$ cat config.mk
export PLATFORM = sky130hd
export DESIGN_NAME = arm_pose_collision_check_core
export DESIGN_NICKNAME = d
export VERILOG_FILES = /design/src/design/apcc_pkg.sv /design/src/design/apcc_front.sv /design/src/design/apcc_queue.sv /design/src/design/apcc_back.sv /design/src/design/arm_pose_collision_check_core.sv
export VERILOG_INCLUDE_DIRS = /design/src /design/src/design
export SDC_FILE = /design/constraint.sdc
export NUM_CORES = 2
export LEC_CHECK = 0
export ABC_CLOCK_PERIOD_IN_PS = 14000
export BUFFER_PORTS_ARGS = -buffer_cell sky130_fd_sc_hd__buf_4
export CORE_MARGIN = 4
export CORE_UTILIZATION = 65
export CTS_BUF_LIST = sky130_fd_sc_hd__clkbuf_8
export DETAILED_ROUTE_END_ITERATION = 12
export PLACE_DENSITY = 0.82
export SETUP_SLACK_MARGIN = 0.02
export SYNTH_ARGS = -nofsm -noshare
export SYNTH_HDL_FRONTEND = slang
export SYNTH_HIERARCHICAL = 1
export SYNTH_SLANG_ARGS = --single-unit
$ cat constraint.sdc
create_clock -name clk -period 14 [get_ports clk]
set_input_delay 3.5 -clock clk [delete_from_list [all_inputs] [get_ports clk]]
set_output_delay 3.5 -clock clk [all_outputs]
set_load 0.1 [all_outputs]
$ cat src/design/arm_pose_collision_check_core_assert.svh
// ----------------------------------------------------------------------------
// arm pose collision check assertion macros
// concurrent checks on clk, quiet while arst_n is low
// ----------------------------------------------------------------------------
`ifndef ARM_POSE_COLLISION_CHECK_CORE_ASSERT_SVH
`define ARM_POSE_COLLISION_CHECK_CORE_ASSERT_SVH

`ifndef SYNTHESIS
// same-cycle implication
`define APCC_ASSERT_IMP(lbl, ante, cons, msg) \
	lbl: assert property (@(posedge clk) disable iff (!arst_n) (ante) |-> (cons)) \
		else $error(msg);
// next-cycle implication
`define APCC_ASSERT_NXT(lbl, ante, cons, msg) \
	lbl: assert property (@(posedge clk) disable iff (!arst_n) (ante) |=> (cons)) \
		else $error(msg);
`else
`define APCC_ASSERT_IMP(lbl, ante, cons, msg)
`define APCC_ASSERT_NXT(lbl, ante, cons, msg)
`endif

`endif

$ cat src/design/apcc_pkg.sv
// ----------------------------------------------------------------------------
// apcc_pkg
// shared types, constants and helpers of the arm pose collision checker
// ----------------------------------------------------------------------------
`timescale 1ns / 1ps
`default_nettype none

package apcc_pkg;

	// field widths
	localparam int COORD_W    = 16;
	localparam int RAD_W      = 15;
	localparam int SLOT_W     = 3;
	localparam int CAUSE_W    = 3;
	localparam int OCNT_W     = 4;
	localparam int SRAD_W     = 14;
	localparam int CFG_IDX_W  = 2;
	localparam int CFG_DATA_W = 16;

	// register indexes
	localparam logic [CFG_IDX_W-1:0] CFG_OBSTACLE_COUNT = 2'd0;
	localparam logic [CFG_IDX_W-1:0] CFG_HEIGHT_LIMIT   = 2'd1;
	localparam logic [CFG_IDX_W-1:0] CFG_SELF_RADIUS    = 2'd2;

	// register reset values
	localparam logic signed [COORD_W-1:0] HEIGHT_LIMIT_RST = -16'sd819;
	localparam logic [SRAD_W-1:0]         SELF_RADIUS_RST  = 14'd164;

	// verdict causes
	localparam logic [CAUSE_W-1:0] CAUSE_NONE    = 3'd0;
	localparam logic [CAUSE_W-1:0] CAUSE_TABLE   = 3'd1;
	localparam logic [CAUSE_W-1:0] CAUSE_POINT   = 3'd2;
	localparam logic [CAUSE_W-1:0] CAUSE_SEGMENT = 3'd3;
	localparam logic [CAUSE_W-1:0] CAUSE_SELF    = 3'd4;

	// command codes
	localparam logic CMD_LOAD  = 1'b0;
	localparam logic CMD_POINT = 1'b1;

	// link spheres: centres at thirds, pairs at least five apart
	localparam int SPHERES_PER_LINK = 3;
	localparam int SPHERE_SLOTS     = SPHERES_PER_LINK + 1;
	localparam int SELF_GAP         = 5;

	// datapath widths
	localparam int OPND_W = 19;
	localparam int PROD_W = 2 * OPND_W;
	localparam int ACC_W  = 41;
	localparam int SER_W  = 37;
	localparam int SER_CW = 6;

	localparam int QUEUE_DEPTH = 2;

	typedef enum logic [1:0] {
		KIND_LOAD,
		KIND_POINT,
		KIND_DROP
	} item_kind_t;

	typedef struct packed {
		logic signed [COORD_W-1:0] x;
		logic signed [COORD_W-1:0] y;
		logic signed [COORD_W-1:0] z;
	} vec_t;

	typedef struct packed {
		vec_t             c;
		logic [RAD_W-1:0] r;
	} obst_t;

	typedef struct packed {
		item_kind_t        kind;
		logic              last;
		logic [SLOT_W-1:0] slot;
		vec_t              pos;
		logic [RAD_W-1:0]  radius;
	} queue_item_t;

	typedef struct packed {
		logic [OCNT_W-1:0]         obstacle_count;
		logic signed [COORD_W-1:0] height_limit;
		logic [SRAD_W-1:0]         self_radius;
	} cfg_regs_t;

	// one coordinate of a vector
	function automatic logic signed [COORD_W-1:0] vec_axis(input vec_t v, input logic [1:0] k);
		logic signed [COORD_W-1:0] r;
		case (k)
			2'd0:    r = v.x;
			2'd1:    r = v.y;
			default: r = v.z;
		endcase
		return r;
	endfunction

	// sphere centre scaled by three: a*(3-s) + b*s
	function automatic logic signed [OPND_W-1:0] centre_axis(
		input logic signed [COORD_W-1:0] a,
		input logic signed [COORD_W-1:0] b,
		input logic [1:0]                s
	);
		logic signed [OPND_W-1:0] ea;
		logic signed [OPND_W-1:0] eb;
		logic signed [OPND_W-1:0] r;
		ea = OPND_W'(a);
		eb = OPND_W'(b);
		case (s)
			2'd0:    r = (ea <<< 1) + ea;
			2'd1:    r = (ea <<< 1) + eb;
			2'd2:    r = ea + (eb <<< 1);
			default: r = (eb <<< 1) + eb;
		endcase
		return r;
	endfunction

endpackage

`default_nettype wire

$ cat src/design/apcc_front.sv
// ----------------------------------------------------------------------------
// apcc_front
// takes items, classifies them into queue entries, holds the registers
// ----------------------------------------------------------------------------
`timescale 1ns / 1ps
`default_nettype none

module apcc_front #(
	parameter int MAX_OBSTACLES = 8
) (
	input  wire logic                           clk,
	input  wire logic                           arst_n,
	input  wire logic                           start,
	output logic                                busy,
	input  wire logic                           command,
	input  wire logic [apcc_pkg::SLOT_W-1:0]    slot,
	input  wire logic signed [15:0]             pos_x,
	input  wire logic signed [15:0]             pos_y,
	input  wire logic signed [15:0]             pos_z,
	input  wire logic [apcc_pkg::RAD_W-1:0]     radius,
	input  wire logic                           last,
	input  wire logic                           cfg_valid,
	output logic                                cfg_ready,
	input  wire logic [apcc_pkg::CFG_IDX_W-1:0] cfg_index,
	input  wire logic [apcc_pkg::CFG_DATA_W-1:0] cfg_data,
	input  wire logic                           q_full,
	output logic                                q_push,
	output apcc_pkg::queue_item_t               q_item,
	output apcc_pkg::cfg_regs_t                 cfg
);
	import apcc_pkg::*;

	cfg_regs_t cfg_q;

	// accept whenever the queue has room
	assign busy      = q_full;
	assign q_push    = start && !q_full;
	assign cfg_ready = 1'b1;
	assign cfg       = cfg_q;

	// classify the item
	always_comb begin
		q_item.last   = last;
		q_item.slot   = slot;
		q_item.pos.x  = pos_x;
		q_item.pos.y  = pos_y;
		q_item.pos.z  = pos_z;
		q_item.radius = radius;
		if (command == CMD_POINT) begin
			q_item.kind = KIND_POINT;
		end else if (32'(slot) >= MAX_OBSTACLES) begin
			q_item.kind = KIND_DROP;
		end else begin
			q_item.kind = KIND_LOAD;
		end
	end

	// configuration registers
	always_ff @(posedge clk or negedge arst_n) begin
		if (!arst_n) begin
			cfg_q.obstacle_count <= '0;
			cfg_q.height_limit   <= HEIGHT_LIMIT_RST;
			cfg_q.self_radius    <= SELF_RADIUS_RST;
		end else if (cfg_valid) begin
			unique case (cfg_index)
				CFG_OBSTACLE_COUNT: cfg_q.obstacle_count <= cfg_data[OCNT_W-1:0];
				CFG_HEIGHT_LIMIT:   cfg_q.height_limit   <= cfg_data;
				CFG_SELF_RADIUS:    cfg_q.self_radius    <= cfg_data[SRAD_W-1:0];
				default: ;
			endcase
		end
	end

endmodule

`default_nettype wire

$ cat src/design/apcc_queue.sv
// ----------------------------------------------------------------------------
// apcc_queue
// short item queue between front and back
// ----------------------------------------------------------------------------
`timescale 1ns / 1ps
`default_nettype none

`include "arm_pose_collision_check_core_assert.svh"

module apcc_queue (
	input  wire logic                  clk,
	input  wire logic                  arst_n,
	input  wire logic                  push,
	input  wire apcc_pkg::queue_item_t item_in,
	output logic                       full,
	input  wire logic                  pop,
	output apcc_pkg::queue_item_t      item_out,
	output logic                       empty
);
	import apcc_pkg::*;

	localparam int PTR_W = (QUEUE_DEPTH > 1) ? $clog2(QUEUE_DEPTH) : 1;
	localparam int CNT_W = $clog2(QUEUE_DEPTH + 1);

	queue_item_t      slots_q [QUEUE_DEPTH];
	logic [PTR_W-1:0] wptr_q;
	logic [PTR_W-1:0] rptr_q;
	logic [CNT_W-1:0] cnt_q;

	assign full     = (32'(cnt_q) == QUEUE_DEPTH);
	assign empty    = (cnt_q == '0);
	assign item_out = slots_q[rptr_q];

	// entry storage
	always_ff @(posedge clk) begin
		if (push) begin
			slots_q[wptr_q] <= item_in;
		end
	end

	// pointers and fill count
	always_ff @(posedge clk or negedge arst_n) begin
		if (!arst_n) begin
			wptr_q <= '0;
			rptr_q <= '0;
			cnt_q  <= '0;
		end else begin
			if (push) begin
				wptr_q <= (32'(wptr_q) == QUEUE_DEPTH - 1) ? '0 : wptr_q + 1'b1;
			end
			if (pop) begin
				rptr_q <= (32'(rptr_q) == QUEUE_DEPTH - 1) ? '0 : rptr_q + 1'b1;
			end
			if (push && !pop) begin
				cnt_q <= cnt_q + 1'b1;
			end else if (pop && !push) begin
				cnt_q <= cnt_q - 1'b1;
			end
		end
	end

	`APCC_ASSERT_IMP(a_no_overflow, push, !full, "apcc_queue: push into full queue")
	`APCC_ASSERT_IMP(a_no_underflow, pop, !empty, "apcc_queue: pop from empty queue")
	`APCC_ASSERT_NXT(a_push_fills, push && !pop, !empty, "apcc_queue: pushed item lost")

endmodule

`default_nettype wire

$ cat src/design/apcc_back.sv
// ----------------------------------------------------------------------------
// apcc_back
// stores obstacles and points, tests them on shared and serial multipliers
// ----------------------------------------------------------------------------
`timescale 1ns / 1ps
`default_nettype none

`include "arm_pose_collision_check_core_assert.svh"

module apcc_back #(
	parameter int MAX_OBSTACLES = 8,
	parameter int MAX_POINTS    = 8
) (
	input  wire logic                    clk,
	input  wire logic                    arst_n,
	input  wire apcc_pkg::cfg_regs_t     cfg,
	input  wire logic                    empty,
	input  wire apcc_pkg::queue_item_t   item,
	output logic                         pop,
	output logic                         done,
	output logic                         collision,
	output logic [apcc_pkg::CAUSE_W-1:0] cause
);
	import apcc_pkg::*;

	localparam int OBS_AW  = (MAX_OBSTACLES > 1) ? $clog2(MAX_OBSTACLES) : 1;
	localparam int NOB_W   = $clog2(MAX_OBSTACLES + 1);
	localparam int PT_AW   = $clog2(MAX_POINTS);
	localparam int PCNT_W  = $clog2(MAX_POINTS + 1);
	localparam int CTR_W   = $clog2(MAX_POINTS * SPHERE_SLOTS + SELF_GAP);
	localparam int PT_PRODS   = 4;
	localparam int SEG_PRODS  = 10;
	localparam int SELF_PRODS = 4;

	typedef enum logic [3:0] {
		ST_IDLE,
		ST_TABLE,
		ST_PT_FETCH,
		ST_PT_MUL,
		ST_PT_CHK,
		ST_SEG_INIT,
		ST_SEG_FETCH,
		ST_SEG_MUL,
		ST_SEG_CHK,
		ST_SER,
		ST_SER_CHK,
		ST_SEG_NEXT,
		ST_SELF_INIT,
		ST_SELF_FETCH,
		ST_SELF_MUL,
		ST_SELF_CHK
	} state_t;

	state_t state_q;
	logic   fin_q;

	// storage
	vec_t  pbuf [MAX_POINTS];
	obst_t otab [MAX_OBSTACLES];
	vec_t  prd_q;
	obst_t ord_q;

	// pose bookkeeping and loop counters
	logic [PCNT_W-1:0]         pcnt_q;
	logic signed [COORD_W-1:0] last_z_q;
	logic [PCNT_W-1:0]         pi_q;
	logic [NOB_W-1:0]          oj_q;
	logic [CTR_W-1:0]          ci_q;
	logic [CTR_W-1:0]          cj_q;
	logic [CTR_W-1:0]          total_q;
	logic [2:0]                fcnt_q;
	logic [3:0]                mcnt_q;
	logic [CAUSE_W-1:0]        res_q;

	// operands
	vec_t  pa_q, pb_q, pc_q, pd_q;
	obst_t ob_q;

	// multiplier pipe and accumulators
	logic signed [PROD_W-1:0] prod_q;
	logic [1:0]               pdst_q;
	logic                     pv_q;
	logic signed [ACC_W-1:0]  acc_q [4];

	// serial multiplier for the vertex test
	logic [2*SER_W-1:0] ser_mc_q;
	logic [SER_W-1:0]   ser_ml_q;
	logic [2*SER_W-1:0] ser_acc_q;
	logic [2*SER_W-1:0] ser_lhs_q;
	logic [SER_W-1:0]   ser_nb_q;
	logic [SER_CW-1:0]  ser_cnt_q;
	logic               ser_ph_q;

	logic                     done_q;
	logic                     collision_q;
	logic [CAUSE_W-1:0]       cause_q;

	// combinational helpers
	logic [NOB_W-1:0]         nob;
	logic [CTR_W-1:0]         total_nx;
	logic [PCNT_W-1:0]        pi_nx;
	logic [CTR_W-1:0]         ci_nx;
	logic [PT_AW-1:0]         pra;
	logic [OBS_AW-1:0]        ora;
	logic                     pwe;
	logic                     owe;
	logic [2:0]               nreads;
	logic [3:0]               nprods;
	logic [1:0]               ax;
	logic signed [OPND_W-1:0] dif_pt, v_seg, w_seg, d_self, rad_op, lim_op;
	logic signed [OPND_W-1:0] op_a, op_b;
	logic [1:0]               op_dst;
	logic                     issue;
	logic signed [ACC_W-1:0]  c_seg;
	logic signed [ACC_W-1:0]  end_seg;
	logic [2*SER_W-1:0]       ser_sum;

	assign done      = done_q;
	assign collision = collision_q;
	assign cause     = cause_q;

	// obstacle count clamped to the table
	assign nob = (32'(cfg.obstacle_count) > MAX_OBSTACLES) ? NOB_W'(MAX_OBSTACLES)
		: NOB_W'(cfg.obstacle_count);
	assign total_nx = CTR_W'({pcnt_q - 1'b1, 2'b00});
	assign pi_nx    = pi_q + 1'b1;
	assign ci_nx    = ci_q + 1'b1;

	// queue pop and storage writes
	assign pop = (state_q == ST_IDLE) && !fin_q && !empty;
	assign pwe = pop && (item.kind == KIND_POINT) && (32'(pcnt_q) < MAX_POINTS);
	assign owe = pop && (item.kind == KIND_LOAD);

	// read addresses per fetch step
	always_comb begin
		pra = pi_q[PT_AW-1:0];
		ora = oj_q[OBS_AW-1:0];
		nreads = 3'd1;
		unique case (state_q)
			ST_SEG_FETCH: begin
				nreads = 3'd2;
				if (fcnt_q == 3'd1) begin
					pra = pi_nx[PT_AW-1:0];
				end
			end
			ST_SELF_FETCH: begin
				nreads = 3'd4;
				unique case (fcnt_q)
					3'd0:    pra = ci_q[PT_AW+1:2];
					3'd1:    pra = ci_q[PT_AW+1:2] + 1'b1;
					3'd2:    pra = cj_q[PT_AW+1:2];
					default: pra = cj_q[PT_AW+1:2] + 1'b1;
				endcase
			end
			default: ;
		endcase
	end

	// point and obstacle memories
	always_ff @(posedge clk) begin
		if (pwe) begin
			pbuf[pcnt_q[PT_AW-1:0]] <= item.pos;
		end
		prd_q <= pbuf[pra];
	end

	always_ff @(posedge clk) begin
		if (owe) begin
			otab[OBS_AW'(item.slot)] <= {item.pos, item.radius};
		end
		ord_q <= otab[ora];
	end

	// axis of the current product
	always_comb begin
		ax = mcnt_q[1:0];
		if (state_q == ST_SEG_MUL) begin
			if (mcnt_q >= 4'd6) begin
				ax = 2'(mcnt_q - 4'd6);
			end else if (mcnt_q >= 4'd3) begin
				ax = 2'(mcnt_q - 4'd3);
			end
		end
	end

	// operand differences on the chosen axis
	assign dif_pt = OPND_W'(vec_axis(pa_q, ax)) - OPND_W'(vec_axis(ob_q.c, ax));
	assign w_seg  = dif_pt;
	assign v_seg  = OPND_W'(vec_axis(pb_q, ax)) - OPND_W'(vec_axis(pa_q, ax));
	assign d_self = centre_axis(vec_axis(pa_q, ax), vec_axis(pb_q, ax), ci_q[1:0])
		- centre_axis(vec_axis(pc_q, ax), vec_axis(pd_q, ax), cj_q[1:0]);
	assign rad_op = OPND_W'(ob_q.r);
	assign lim_op = OPND_W'({cfg.self_radius, 2'b00}) + OPND_W'({cfg.self_radius, 1'b0});

	// product schedule
	always_comb begin
		op_a   = '0;
		op_b   = '0;
		op_dst = 2'd0;
		nprods = 4'd0;
		unique case (state_q)
			ST_PT_MUL: begin
				nprods = 4'(PT_PRODS);
				if (mcnt_q < 4'd3) begin
					op_a = dif_pt;
					op_b = dif_pt;
				end else begin
					op_a   = rad_op;
					op_b   = rad_op;
					op_dst = 2'd1;
				end
			end
			ST_SEG_MUL: begin
				nprods = 4'(SEG_PRODS);
				if (mcnt_q < 4'd3) begin
					op_a = v_seg;
					op_b = v_seg;
				end else if (mcnt_q < 4'd6) begin
					op_a   = v_seg;
					op_b   = w_seg;
					op_dst = 2'd1;
				end else if (mcnt_q < 4'd9) begin
					op_a   = w_seg;
					op_b   = w_seg;
					op_dst = 2'd2;
				end else begin
					op_a   = rad_op;
					op_b   = rad_op;
					op_dst = 2'd3;
				end
			end
			ST_SELF_MUL: begin
				nprods = 4'(SELF_PRODS);
				if (mcnt_q < 4'd3) begin
					op_a = d_self;
					op_b = d_self;
				end else begin
					op_a   = lim_op;
					op_b   = lim_op;
					op_dst = 2'd1;
				end
			end
			default: ;
		endcase
	end

	assign issue = ((state_q == ST_PT_MUL) || (state_q == ST_SEG_MUL) ||
		(state_q == ST_SELF_MUL)) && (mcnt_q < nprods);

	// segment end value and shift-add step
	assign c_seg   = acc_q[2] - acc_q[3];
	assign end_seg = acc_q[0] + (acc_q[1] <<< 1) + c_seg;
	assign ser_sum = ser_acc_q + (ser_ml_q[0] ? ser_mc_q : '0);

	// verdict sequencer
	always_ff @(posedge clk or negedge arst_n) begin
		if (!arst_n) begin
			state_q     <= ST_IDLE;
			fin_q       <= 1'b0;
			pcnt_q      <= '0;
			pi_q        <= '0;
			oj_q        <= '0;
			ci_q        <= '0;
			cj_q        <= '0;
			total_q     <= '0;
			fcnt_q      <= '0;
			mcnt_q      <= '0;
			res_q       <= CAUSE_NONE;
			pv_q        <= 1'b0;
			pdst_q      <= '0;
			ser_cnt_q   <= '0;
			ser_ph_q    <= 1'b0;
			done_q      <= 1'b0;
			collision_q <= 1'b0;
			cause_q     <= CAUSE_NONE;
		end else begin
			done_q <= 1'b0;

			// multiplier pipe
			pv_q <= issue;
			if (issue) begin
				prod_q <= op_a * op_b;
				pdst_q <= op_dst;
			end
			if (pv_q) begin
				acc_q[pdst_q] <= acc_q[pdst_q] + ACC_W'(prod_q);
			end

			// operand capture from the registered reads
			if ((state_q == ST_PT_FETCH) || (state_q == ST_SEG_FETCH) ||
				(state_q == ST_SELF_FETCH)) begin
				unique case (fcnt_q)
					3'd1: begin
						pa_q <= prd_q;
						ob_q <= ord_q;
					end
					3'd2:    pb_q <= prd_q;
					3'd3:    pc_q <= prd_q;
					3'd4:    pd_q <= prd_q;
					default: ;
				endcase
				if (fcnt_q == nreads) begin
					mcnt_q <= '0;
					for (int k = 0; k < 4; k++) begin
						acc_q[k] <= '0;
					end
				end
			end

			if (fin_q) begin
				// deliver the verdict
				fin_q       <= 1'b0;
				done_q      <= 1'b1;
				cause_q     <= res_q;
				collision_q <= (res_q != CAUSE_NONE);
				pcnt_q      <= '0;
				state_q     <= ST_IDLE;
			end else begin
				unique case (state_q)
					ST_IDLE: begin
						if (pop && (item.kind == KIND_POINT)) begin
							if (32'(pcnt_q) < MAX_POINTS) begin
								pcnt_q   <= pcnt_q + 1'b1;
								last_z_q <= item.pos.z;
							end
							if (item.last) begin
								state_q <= ST_TABLE;
							end
						end
					end
					ST_TABLE: begin
						pi_q   <= '0;
						oj_q   <= '0;
						fcnt_q <= '0;
						if (last_z_q < cfg.height_limit) begin
							res_q <= CAUSE_TABLE;
							fin_q <= 1'b1;
						end else if (nob != '0) begin
							state_q <= ST_PT_FETCH;
						end else begin
							state_q <= ST_SEG_INIT;
						end
					end
					ST_PT_FETCH: begin
						if (fcnt_q == nreads) begin
							state_q <= ST_PT_MUL;
						end else begin
							fcnt_q <= fcnt_q + 1'b1;
						end
					end
					ST_PT_MUL: begin
						if (mcnt_q == nprods) begin
							state_q <= ST_PT_CHK;
						end else begin
							mcnt_q <= mcnt_q + 1'b1;
						end
					end
					ST_PT_CHK: begin
						fcnt_q <= '0;
						if (acc_q[0] < acc_q[1]) begin
							res_q <= CAUSE_POINT;
							fin_q <= 1'b1;
						end else if (oj_q + 1'b1 < nob) begin
							oj_q    <= oj_q + 1'b1;
							state_q <= ST_PT_FETCH;
						end else if (pi_nx < pcnt_q) begin
							pi_q    <= pi_nx;
							oj_q    <= '0;
							state_q <= ST_PT_FETCH;
						end else begin
							state_q <= ST_SEG_INIT;
						end
					end
					ST_SEG_INIT: begin
						pi_q   <= '0;
						oj_q   <= '0;
						fcnt_q <= '0;
						if (pcnt_q < PCNT_W'(2)) begin
							res_q <= CAUSE_NONE;
							fin_q <= 1'b1;
						end else if (nob != '0) begin
							state_q <= ST_SEG_FETCH;
						end else begin
							state_q <= ST_SELF_INIT;
						end
					end
					ST_SEG_FETCH: begin
						if (fcnt_q == nreads) begin
							state_q <= ST_SEG_MUL;
						end else begin
							fcnt_q <= fcnt_q + 1'b1;
						end
					end
					ST_SEG_MUL: begin
						if (mcnt_q == nprods) begin
							state_q <= ST_SEG_CHK;
						end else begin
							mcnt_q <= mcnt_q + 1'b1;
						end
					end
					ST_SEG_CHK: begin
						// start of segment inside, end inside, or vertex test
						ser_mc_q  <= {{SER_W{1'b0}}, SER_W'(acc_q[0])};
						ser_ml_q  <= SER_W'(c_seg);
						ser_nb_q  <= SER_W'(-acc_q[1]);
						ser_acc_q <= '0;
						ser_cnt_q <= '0;
						ser_ph_q  <= 1'b0;
						if (c_seg <= 0 || end_seg <= 0) begin
							res_q <= CAUSE_SEGMENT;
							fin_q <= 1'b1;
						end else if (acc_q[0] > 0 && acc_q[1] < 0 && -acc_q[1] < acc_q[0]) begin
							state_q <= ST_SER;
						end else begin
							state_q <= ST_SEG_NEXT;
						end
					end
					ST_SER: begin
						ser_mc_q  <= ser_mc_q << 1;
						ser_ml_q  <= ser_ml_q >> 1;
						ser_acc_q <= ser_sum;
						ser_cnt_q <= ser_cnt_q + 1'b1;
						if (32'(ser_cnt_q) == SER_W - 1) begin
							ser_cnt_q <= '0;
							if (!ser_ph_q) begin
								// a*c done, now bh squared
								ser_lhs_q <= ser_sum;
								ser_mc_q  <= {{SER_W{1'b0}}, ser_nb_q};
								ser_ml_q  <= ser_nb_q;
								ser_acc_q <= '0;
								ser_ph_q  <= 1'b1;
							end else begin
								state_q <= ST_SER_CHK;
							end
						end
					end
					ST_SER_CHK: begin
						if (ser_lhs_q <= ser_acc_q) begin
							res_q <= CAUSE_SEGMENT;
							fin_q <= 1'b1;
						end else begin
							state_q <= ST_SEG_NEXT;
						end
					end
					ST_SEG_NEXT: begin
						fcnt_q <= '0;
						if (oj_q + 1'b1 < nob) begin
							oj_q    <= oj_q + 1'b1;
							state_q <= ST_SEG_FETCH;
						end else if (pi_nx + 1'b1 < pcnt_q) begin
							pi_q    <= pi_nx;
							oj_q    <= '0;
							state_q <= ST_SEG_FETCH;
						end else begin
							state_q <= ST_SELF_INIT;
						end
					end
					ST_SELF_INIT: begin
						ci_q    <= '0;
						cj_q    <= CTR_W'(SELF_GAP);
						total_q <= total_nx;
						fcnt_q  <= '0;
						if (total_nx > CTR_W'(SELF_GAP)) begin
							state_q <= ST_SELF_FETCH;
						end else begin
							res_q <= CAUSE_NONE;
							fin_q <= 1'b1;
						end
					end
					ST_SELF_FETCH: begin
						if (fcnt_q == nreads) begin
							state_q <= ST_SELF_MUL;
						end else begin
							fcnt_q <= fcnt_q + 1'b1;
						end
					end
					ST_SELF_MUL: begin
						if (mcnt_q == nprods) begin
							state_q <= ST_SELF_CHK;
						end else begin
							mcnt_q <= mcnt_q + 1'b1;
						end
					end
					ST_SELF_CHK: begin
						fcnt_q <= '0;
						if (acc_q[0] < acc_q[1]) begin
							res_q <= CAUSE_SELF;
							fin_q <= 1'b1;
						end else if (cj_q + 1'b1 < total_q) begin
							cj_q    <= cj_q + 1'b1;
							state_q <= ST_SELF_FETCH;
						end else if (ci_nx + CTR_W'(SELF_GAP) < total_q) begin
							ci_q    <= ci_nx;
							cj_q    <= ci_nx + CTR_W'(SELF_GAP);
							state_q <= ST_SELF_FETCH;
						end else begin
							res_q <= CAUSE_NONE;
							fin_q <= 1'b1;
						end
					end
					default: state_q <= ST_IDLE;
				endcase
			end
		end
	end

	`APCC_ASSERT_NXT(a_strobe_single, done_q, !done_q, "apcc_back: result strobe held")
	`APCC_ASSERT_NXT(a_pose_cleared, fin_q, pcnt_q == '0 && done_q, "apcc_back: pose not closed")
	`APCC_ASSERT_IMP(a_cause_range, done_q, cause_q <= CAUSE_SELF && collision_q == (cause_q != CAUSE_NONE),
		"apcc_back: bad verdict")

endmodule

`default_nettype wire

$ cat src/design/arm_pose_collision_check_core.sv
// ----------------------------------------------------------------------------
// arm_pose_collision_check_core
// obstacle table and arm pose collision verdict
// ----------------------------------------------------------------------------
// Items enter on start while busy is low: command 0 loads an obstacle into
// slot, command 1 adds a pose point; last on a point closes the pose.
// Registers are written on cfg_valid (cfg_ready is always high) at
// cfg_index 0 obstacle_count, 1 table height limit, 2 self_radius.
// Items pass through a two-entry queue to the checking engine, so busy only
// rises when the queue is full. A load or a plain point leaves the queue in the
// cycle after it is taken when the engine is idle. A closing point gives one
// result on done, one cycle wide, with collision and cause; the receiver
// cannot stall it.
// Verdict time is set by the single shared 19x19 multiplier and the serial
// vertex multiplier. After the table test it checks point-obstacle pairs,
// link-obstacle pairs (with the serial step when the closest approach lies
// inside the link) and self sphere pairs, stopping at the first hit.
// Reset clears the pose, the queue and the registers to their defaults; the
// obstacle table holds nothing meaningful until loaded.
// ----------------------------------------------------------------------------
`timescale 1ns / 1ps
`default_nettype none

module arm_pose_collision_check_core #(
	parameter int MAX_OBSTACLES = 8,
	parameter int MAX_POINTS    = 8
) (
	input  wire logic                             clk,
	input  wire logic                             arst_n,
	input  wire logic                             start,
	output logic                                  busy,
	input  wire logic                             command,
	input  wire logic [apcc_pkg::SLOT_W-1:0]      slot,
	input  wire logic signed [15:0]               pos_x,
	input  wire logic signed [15:0]               pos_y,
	input  wire logic signed [15:0]               pos_z,
	input  wire logic [apcc_pkg::RAD_W-1:0]       radius,
	input  wire logic                             last,
	input  wire logic                             cfg_valid,
	output logic                                  cfg_ready,
	input  wire logic [apcc_pkg::CFG_IDX_W-1:0]   cfg_index,
	input  wire logic [apcc_pkg::CFG_DATA_W-1:0]  cfg_data,
	output logic                                  done,
	output logic                                  collision,
	output logic [apcc_pkg::CAUSE_W-1:0]          cause
);
	import apcc_pkg::*;

	cfg_regs_t   cfg;
	queue_item_t push_item;
	queue_item_t head_item;
	logic        q_push;
	logic        q_full;
	logic        q_pop;
	logic        q_empty;

	// item intake and registers
	apcc_front #(
		.MAX_OBSTACLES(MAX_OBSTACLES)
	) u_front (
		.clk      (clk),
		.arst_n   (arst_n),
		.start    (start),
		.busy     (busy),
		.command  (command),
		.slot     (slot),
		.pos_x    (pos_x),
		.pos_y    (pos_y),
		.pos_z    (pos_z),
		.radius   (radius),
		.last     (last),
		.cfg_valid(cfg_valid),
		.cfg_ready(cfg_ready),
		.cfg_index(cfg_index),
		.cfg_data (cfg_data),
		.q_full   (q_full),
		.q_push   (q_push),
		.q_item   (push_item),
		.cfg      (cfg)
	);

	// decoupling queue
	apcc_queue u_queue (
		.clk     (clk),
		.arst_n  (arst_n),
		.push    (q_push),
		.item_in (push_item),
		.full    (q_full),
		.pop     (q_pop),
		.item_out(head_item),
		.empty   (q_empty)
	);

	// checking engine
	apcc_back #(
		.MAX_OBSTACLES(MAX_OBSTACLES),
		.MAX_POINTS   (MAX_POINTS)
	) u_back (
		.clk      (clk),
		.arst_n   (arst_n),
		.cfg      (cfg),
		.empty    (q_empty),
		.item     (head_item),
		.pop      (q_pop),
		.done     (done),
		.collision(collision),
		.cause    (cause)
	);

endmodule

`default_nettype wire

==> flow_metrics.env <==
export IMPL_post_route_util=0.708
export IMPL_synth_seq_area_share=0.492
export IMPL_syn_nets=11400
export IMPL_yosysWarnings=6
export IMPL_fin_crit_ns=13.39
export IMPL_required_ns=14.81
export IMPL_yosys_register_bits=2002
export IMPL_critical_path_class="flip-flop to flip-flop"
export IMPL_synth_edf_count=1631
export IMPL_gr_total_overflow=0
export IMPL_wire_per_inst_um=25.2
export IMPL_max_stage_delay_ns=0.57
export IMPL_synthArstFlopShare=0.0480
export IMPL_ant_nets=0
export IMPL_chipWidth_um=430
export IMPL_clk_latency_ns=1.10
export IMPL_drt_iter0_markers=8846
export IMPL_fin_area_sq_um=125000
export IMPL_final_setup_worst_slack_ns=0.605
export IMPL_cts_sinks=2002
export IMPL_critPathSlowestCell="fa_1"
export IMPL_synth_main_ff_cell="edfxtp_1"
export IMPL_path_buf_inv=6
export IMPL_switching_share=0.410
export IMPL_end_kind="flip-flop"
export IMPL_period_share=0.957
export IMPL_rows=154
export IMPL_irDropWorstVdd_v=0.000247
export IMPL_clk_path_buf_depth=4
export IMPL_worstMarginPinSlew_ns=1.43
export IMPL_crit_family="compound AO/OA/AOI/OAI gates"
export IMPL_final_cells=13000
export IMPL_power_switching_mw=9.55
export IMPL_hold_viol_final=0
export IMPL_start_util=0.655
export IMPL_clock_fmax_ghz=0.0747
export IMPL_core_area_sq_um=176000
export IMPL_dpl_hpwl_um=230000
export IMPL_power_density_nw_per_um2=186
export IMPL_cp_arrival_ns=14.20
export IMPL_portBuffers=95
export IMPL_cap_violations=0
export IMPL_antenna_found_initial=20
export IMPL_rrSetupSlack_ns=0.61
export IMPL_place_ws_ns=0.101
export IMPL_seqPwrFrac=0.348
export IMPL_slew_headroom=0.0381
export IMPL_combPwrFrac=0.448
export IMPL_drv_slew=0
export IMPL_area_delta_synth_final_pct=8.13
export IMPL_p_total_mw=23.3
export IMPL_grt_pass1_wl_um=491000
export IMPL_finalWirelength_um=327000
export IMPL_outcome="complete, no violations"
export IMPL_syn_cell_area_sq_um=116000
export IMPL_clkTransAtPathRegs_ns=0.07
export IMPL_ys_types=101
export IMPL_skew_ns=0.112
export IMPL_setup_tns_ns=0
export IMPL_firstDrtPassIters=8
export IMPL_avgSynthCellArea_sq_um=11.3
export IMPL_die_h_um=430
export IMPL_grt_usage=0.349
export IMPL_dp_cells=12300
export IMPL_p_int_mw=13.7
export IMPL_whs_ns=0.398
export IMPL_grt_start_max_net_pins=114
export IMPL_drc_errors=0
export IMPL_place_area_sq_um=119000
export IMPL_fin_nets=11500
export IMPL_io_pins=97
export IMPL_setup_violations=0
export IMPL_clkPwrFrac=0.204
export IMPL_crit_fanout=14
export IMPL_synthCells=10200
export IMPL_cts_hold_buf=0
export IMPL_grt_pass1_vias=83300
export IMPL_start_kind="flip-flop"
export IMPL_worstHoldPathType="flip-flop to flip-flop"
export IMPL_cts_tree="yes"
export IMPL_cts_made_buffers=331
export IMPL_via_count=82800
export IMPL_gp_congestion=1.00
export IMPL_viasPerCell=6.39
export IMPL_p_leak_nw=51.3
export IMPL_layout_drive_gt1_share=0.113
export IMPL_dieArea_sq_um=185000
export IMPL_cts_root_buf="clkbuf_8"
export IMPL_h_tree_depth=5
## cells by family after synthesis
logic type                 share of synthesized area
AOI/OAI and AO/OA                             0.0985
muxes                                         0.0677
and+or+nand+nor                                0.123
DFF                                            0.492
adders and majority gates                      0.143
xor gates and xnor gates                      0.0266
buffers and inverters                         0.0496
other                                      0.0000650
## synth_stat cells (76+ instances only)
master	number	area [sq um]
a211oi_1	93	698
a21o_1	172	1290
a21oi_1	591	2960
and2_1	268	1680
and3_1	99	619
clkbuf_1	375	1410
dfrtp_1	82	2050
dfxtp_1	275	5510
edfxtp_1	1631	49000
fa_1	421	8430
ha_1	646	8080
inv_1	913	3430
mux2_2	111	1250
mux2_4	79	1190
mux2i_1	162	1620
mux4_2	166	3740
nand2_1	1309	4910
nand2b_1	76	475
nand3_1	362	1810
nand4_1	84	526
nor2_1	437	1640
nor2b_1	102	638
nor3_1	124	621
o21ai_0	482	2410
xnor2_1	231	2020
xor2_1	120	1050
## registers in the layout (all words and copies together), names as in the netlist, 6 cells and up
name	count
u_back/otab	504
u_queue/slots_q	138
u_back/ser_ml_q	37
u_back/pc_q	48
u_back/last_z_q	16
u_back/prd_q	48
u_back/ser_acc_q	74
u_back/ser_cnt_q	6
u_back/pd_q	48
u_back/ser_nb_q	37
u_back/acc_q	164
u_back/ord_q	63
u_back/ci_q	6
u_back/cj_q	6
u_back/pb_q	48
u_front/cfg	34
u_back/pbuf	384
u_back/ser_mc_q	74
u_back/ob_q	63
u_back/pa_q	48
u_back/prod_q	38
u_back/ser_lhs_q	74
## cell type report
| cell class | count | area [sq um] |
|---|---|---|
| Antenna cell | 25 | 62.6 |
| Clock buffer | 370 | 5090 |
| Clock inverter | 213 | 930 |
| Fill cell | 11900 | 51500 |
| Inverter | 914 | 3430 |
| Multi-Input combinational cell | 6820 | 53500 |
| Sequential cell | 2002 | 56900 |
| Tap cell | 2340 | 2930 |
| Timing Repair Buffer | 278 | 2160 |
## worst paths after layout
check	to	from	depth (start not counted)
setup / recovery	u_back/prod_q[35]	u_back/mcnt_q[1]	54
hold / removal	u_back/ob_q[15]	u_back/ord_q[15]	0
setup reg to reg	u_back/prod_q[35]	u_back/mcnt_q[1]	54
hold reg to reg	u_back/ob_q[15]	u_back/ord_q[15]	0
max in group asynchronous	u_back/oj_q[2]	arst_n	2
min in group asynchronous	u_queue/rptr_q	arst_n	1
## routing by layer
layer	wire, um	track usage	vias up
li1	-	-	36600
met1	116000	0.421	40400
met2	156000	0.573	4690
met3	29000	0.0640	1122
met4	26300	0.240	8
met5	57	0	-
## power groups by stage
| stage | clock [mW] | sequential (mW) | combinational, mW |
|---|---|---|---|
| 2_1_floorplan | 0 | 7.91 | 6.96 |
| 3_3_place_gp | 0 | 8.17 | 9.67 |
| 3_5_place_dp | 0 | 8.21 | 9.95 |
| 4_1_cts | 4.80 | 8.09 | 10.1 |
| 5_1_grt | 5.11 | 8.13 | 11.3 |
| 6_report | 4.75 | 8.10 | 10.4 |
## cells in the final DEF (no fill, tap or decap), types with 76 or more instances in the layout
cell type     n
xnor2_1     230
nor3_1      115
edfxtp_1   1631
and3_1       98
nand4_1      84
a211oi_1     90
mux2_4       79
nor2_1      415
a21oi_1     586
mux4_2      166
fa_1        421
mux2_2      111
dfxtp_1     275
nor2b_1     100
ha_1        646
nand2_1    1309
o21ai_0     455
inv_1      1058
mux2i_1     162
a21o_1      170
clkbuf_8    370
buf_4       270
dfrtp_1      76
and2_1      266
xor2_1      120
nand3_1     361
## timing repair
action	4_1_cts	5_1_grt
setup endpoints to repair	0	14
resized for setup	0	57
buffers inserted	0	22
No activity file was read; power rests on OpenSTA's default activity.
